### config.mk
export PLATFORM = sky130hd
export DESIGN_NAME = hsp_basis
export DESIGN_NICKNAME = d
export VERILOG_FILES = /design/src/rtl/core/hsp_pkg.sv /design/src/rtl/core/hsp_basis.sv
export SDC_FILE = /design/constraint.sdc
export NUM_CORES = 2
export LEC_CHECK = 0
export BUFFER_PORTS_ARGS = -buffer_cell sky130_fd_sc_hd__buf_2
export CAP_MARGIN = 20
export CORE_MARGIN = 4
export CORE_UTILIZATION = 30
export CTS_CLUSTER_SIZE = 24
export DETAILED_ROUTE_END_ITERATION = 8
export GPL_ROUTABILITY_DRIVEN = 0
export PLACE_DENSITY = 0.5
export SKIP_LAST_GASP = 1
export SLEW_MARGIN = 20
export SYNTH_ARGS = -nofsm -noshare
export SYNTH_HDL_FRONTEND = slang
export SYNTH_SLANG_ARGS = --single-unit
### constraint.sdc
create_clock -name clk -period 8.25 [get_ports clk]
set_input_delay 1.2375 -clock clk [delete_from_list [all_inputs] [get_ports clk]]
set_output_delay 1.2375 -clock clk [all_outputs]
set_load 0.1 [all_outputs]
### src/rtl/core/hsp_pkg.sv
package hsp_pkg;

    localparam int COORD_W  = 32;   // signed Q16.16 coordinates
    localparam int PARAM_W  = 17;   // unsigned Q0.16 parameter, 1.0 = 2^16
    localparam int TAG_W    = 2;
    localparam int WEIGHT_W = 31;   // basis weight in Q0.30, 0..2^30
    localparam int T2_W     = 33;   // t^2 in Q0.32
    localparam int T3_W     = 49;   // t^3 in Q0.48
    localparam int WIDE_W   = 51;   // headroom for weight sums in Q0.48
    localparam int PROD_W   = 64;   // Q16.16 x Q0.30 product and its sums

    localparam logic [PARAM_W-1:0] ONE_Q16  = PARAM_W'(1) << 16;
    localparam logic [WIDE_W-1:0]  ONE_Q48  = WIDE_W'(1) << 48;
    localparam logic [WIDE_W-1:0]  HALF_W30 = WIDE_W'(1) << 17;

    typedef logic [WEIGHT_W-1:0] weight_t;

    typedef struct packed {
        weight_t w00;
        weight_t w10;
        weight_t w01;
        weight_t w11;   // t^2 - t^3, tangent_b term is added with this
    } weights_t;

    // Q0.48 -> Q0.30, half rounds up; input is never above 2^48
    function automatic weight_t round_weight(input logic [WIDE_W-1:0] w48);
        logic [WIDE_W-1:0] s;
        s = w48 + HALF_W30;
        return s[48:18];
    endfunction

endpackage

### src/rtl/core/hsp_basis.sv
module hsp_basis (
    input  logic                         clk,
    input  logic [2:0]                   load,
    input  logic [hsp_pkg::PARAM_W-1:0]  curve_param,
    output hsp_pkg::weights_t            weights
);
    import hsp_pkg::*;

    logic [PARAM_W-1:0] t_clamp;
    logic [T2_W-1:0]    t2_next;
    logic [T3_W-1:0]    t3_next;
    logic [WIDE_W-1:0]  t3e, t2s, t1s;
    weights_t           weights_next;

    logic [PARAM_W-1:0] t1_reg, t1b_reg;
    logic [T2_W-1:0]    t2_reg, t2b_reg;
    logic [T3_W-1:0]    t3_reg;
    weights_t           weights_reg;

    // stage 1: clamp t to 1.0, square it
    assign t_clamp = (curve_param > ONE_Q16) ? ONE_Q16 : curve_param;
    assign t2_next = T2_W'(T2_W'(t_clamp) * T2_W'(t_clamp));

    // stage 2: cube
    assign t3_next = T3_W'(T3_W'(t2_reg) * T3_W'(t1_reg));

    // stage 3: four weights in Q0.48, then rounded to Q0.30
    assign t3e = WIDE_W'(t3_reg);
    assign t2s = WIDE_W'({t2b_reg, 16'b0});
    assign t1s = WIDE_W'({t1b_reg, 32'b0});

    always_comb
    begin
        weights_next.w00 = round_weight((t3e << 1) + ONE_Q48 - (t2s << 1) - t2s);
        weights_next.w10 = round_weight(t3e + t1s - (t2s << 1));
        weights_next.w01 = round_weight((t2s << 1) + t2s - (t3e << 1));
        weights_next.w11 = round_weight(t2s - t3e);
    end

    always_ff @(posedge clk)
    begin
        if (load[0])
        begin
            t1_reg <= t_clamp;
            t2_reg <= t2_next;
        end
        if (load[1])
        begin
            t1b_reg <= t1_reg;
            t2b_reg <= t2_reg;
            t3_reg  <= t3_next;
        end
        if (load[2])
        begin
            weights_reg <= weights_next;
        end
    end

    assign weights = weights_reg;

endmodule

==> results.sh <==
export IMPL_min_from="t3_reg[48]"
export IMPL_drcViolationCount=0
export IMPL_drv_slew=0
export IMPL_die_area_mm2=0.149
export IMPL_layout_drive_gt1_share=0.0727
export IMPL_rsz0062_at_grt="false"
export IMPL_status="finished, final reports clean"
export IMPL_ant_nets=0
export IMPL_fin_crit_sh=0.931
export IMPL_path_cells="buf_4, nand2_1, fa_1, inv_1, fa_1, inv_1, fa_1, fa_1, fa_1, inv_1, fa_1, ha_1, and3_1, a221o_1, a21oi_1, o21a_1, o31a_1, o21ai_1, a21o_1, a21oi_2, o21ai_1, a311oi_1, xnor2_1"
export IMPL_hold_buffers=0
export IMPL_grt_first_pass_wirelength_mm=177
export IMPL_dr_total_vias=30000
export IMPL_io_buffer_count=144
export IMPL_synthTopCellsByCount="inv_1, fa_1, nand2_1"
export IMPL_grt_pass1_vias=32100
export IMPL_post_route_min_period_ns=7.68
export IMPL_netlist_area_mm2=0.0429
export IMPL_fin_worst_skew_ns=0.0204
export IMPL_register_area_mm2=0.00805
export IMPL_crit_path_start="t1_reg[2]"
export IMPL_nets=5849
export IMPL_fmax_mhz=130
export IMPL_synth_edf_count=268
export IMPL_viasPerCell=4.57
export IMPL_clock_path_buffers=3
export IMPL_num_rows=138
export IMPL_dpl_cell_count=6506
export IMPL_layout_cells_non_filler=6569
export IMPL_n_antenna_cell=0
export IMPL_coreArea_mm2=0.142
export IMPL_tightest_slew_ns=1.03
export IMPL_cts_root_buf="clkbuf_16"
export IMPL_relSlewSlack=0.314
export IMPL_initial_utilization=0.303
export IMPL_synth_simple_area_share=0.125
export IMPL_wl_met1_mm=52.9
export IMPL_overflow=0
export IMPL_fillers=14600
export IMPL_ys_seq_area_frac=0.188
export IMPL_largest_reg_flops=124
export IMPL_drt_total_wl_mm=110
export IMPL_synth_async_reset_ratio=0
export IMPL_setup_viol_count_final=0
export IMPL_route_met2_wl_mm=48.8
export IMPL_fp_dieH_um=386
export IMPL_fp_dieW_um=386
export IMPL_rrSetupSlack_ns=0.57
export IMPL_crit_required_ns=8.57
export IMPL_drt_pass1_iterations=5
export IMPL_track_usage=0.150
export IMPL_synth_mux_area_frac=0.000496
export IMPL_syn_inst=4475
export IMPL_yosys_most_used_dff="edfxtp_1"
export IMPL_hold_class="reg -> reg"
export IMPL_slowest_delay_ns=0.92
export IMPL_path_buf_inv=4
export IMPL_synth_compound_area_share=0.0819
export IMPL_yosys_warnings=0
export IMPL_antenna_found_initial=1
export IMPL_synth_seq_cells=268
export IMPL_start_kind="flip-flop"
export IMPL_path_delay_family="adder cells"
export IMPL_synth_cell_type_count=70
export IMPL_grt_start_max_net_pins=72
export IMPL_dpl_hpwl_mm=90.4
export IMPL_synth_top_area_share=0.321
export IMPL_synth_fa_ha_area_frac=0.463
export IMPL_multi_input_area_mm2=0.0307
export IMPL_endpoint_kind="flip-flop"
export IMPL_top_layer="met4"
export IMPL_synth_top_cell_by_area="fa_1"
export IMPL_post_cts_buffers=0
export IMPL_path_clk_slew_ns=0.06
export IMPL_post_cts_resized=0
export IMPL_yosysMostFrequentCell="inv_1"
export IMPL_path_class="reg -> reg"
export IMPL_post_drt_wl_per_cell_um=16.8
export IMPL_place_area_mm2=0.0465
export IMPL_path_max_fanout=19
export IMPL_clock_sinks=268
export IMPL_wl_met3_mm=5.55
export IMPL_r2r_start="t1_reg[2]"
export IMPL_drtIter0Drc=1628
export IMPL_fin_area_mm2=0.0476
export IMPL_synth_xor_area_frac=0.0425
export IMPL_drv_cap=0
export IMPL_arrival_ns=8.00
export IMPL_hold_viol_final=0
export IMPL_areaGrowthSynthToFinish_pct=11.0
export IMPL_worst_path_max_delay_cell="edfxtp_1"
export IMPL_worstSkewPairLatency_ns=0.59
export IMPL_synth_area_leaders="fa_1, edfxtp_1, ha_1, inv_1, nand2_1"
export IMPL_synth_top_family_by_area="adder cells"
export IMPL_syn_avg_cell_area_um2=9.59
export IMPL_cts_buffers=35
export IMPL_htreeDepth=2
export IMPL_pin_count=145
export IMPL_path_common_cell="fa_1"
export IMPL_cts_tree="done"
-- cell usage in the layout (no fill, tap or decap), types with 88 or more instances in the layout --
master    count
buf_4       125
a21o_1      118
nand2_1     578
o21ai_0      88
and2_1      178
nor2_1      114
edfxtp_1    268
ha_1        486
xnor2_1     151
buf_2       142
fa_1        689
a21oi_1     179
inv_1       979
-- worst paths after layout --
| check | end | cells after the start |
|---|---|---|
| setup / recovery | t3_reg[47] | 23 |
| hold / removal | weights[30] | 2 |
| setup reg to reg | t3_reg[47] | 23 |
| hold reg to reg | weights[30] | 2 |
-- kinds of logic after synthesis --
logic type / after synthesis
multiplexers: 2
flip-flops: 268
other: 2
buffers and inverters: 1137
adder cells (fa/ha/maj): 1175
AND/OR/NAND/NOR: 1139
XOR/XNOR: 208
AO/OA/AOI/OAI: 544
-- through the flow --
step / worst slack [ns] / util / hold slack [ns] / TNS, ns
2_1_floorplan: 0.465 / - / 0.424 / 0
3_3_place_gp: 0.0345 / 0.328 / 0.745 / 0
3_5_place_dp: -0.0102 / 0.328 / 0.748 / -0.0102
4_1_cts: 0.509 / 0.336 / 0.763 / 0
5_1_grt: 0.0652 / 0.336 / 0.788 / 0
6_report: 0.573 / 0.336 / 0.739 / 0
-- worst reg2reg max path: stages, from the launching register on --
cell and delay (ns):
edfxtp_1 0.92, buf_4 0.38, nand2_1 0.12, fa_1 0.56, inv_1 0.06, fa_1 0.55, inv_1 0.06, fa_1 0.50
fa_1 0.51, fa_1 0.49, inv_1 0.05, fa_1 0.48, ha_1 0.41, and3_1 0.22, a221o_1 0.30, a21oi_1 0.15
o21a_1 0.18, o31a_1 0.25, o21ai_1 0.17, a21o_1 0.25, a21oi_2 0.25, o21ai_1 0.13, a311oi_1 0.36, xnor2_1 0.10
-- routing by layer --
layer | up-vias | track usage
met4 | 0 | 0.0407
li1 | 14400 | -
met3 | 133 | 0.0181
met5 | - | 0
met1 | 14800 | 0.216
met2 | 663 | 0.239
-- cell type report --
cell class	count	share of cell area
Inverter	979	0.0772
Clock inverter	21	0.00365
Clock buffer	42	0.0194
Timing Repair Buffer	271	0.0363
Multi-Input combinational cell	3098	0.645
Sequential cell	268	0.169
Tap cell	1890	0.0497
Power is left out: the tool's default activity adds up to more than one toggle a clock period on the data nets, which glitch-free logic cannot reach.
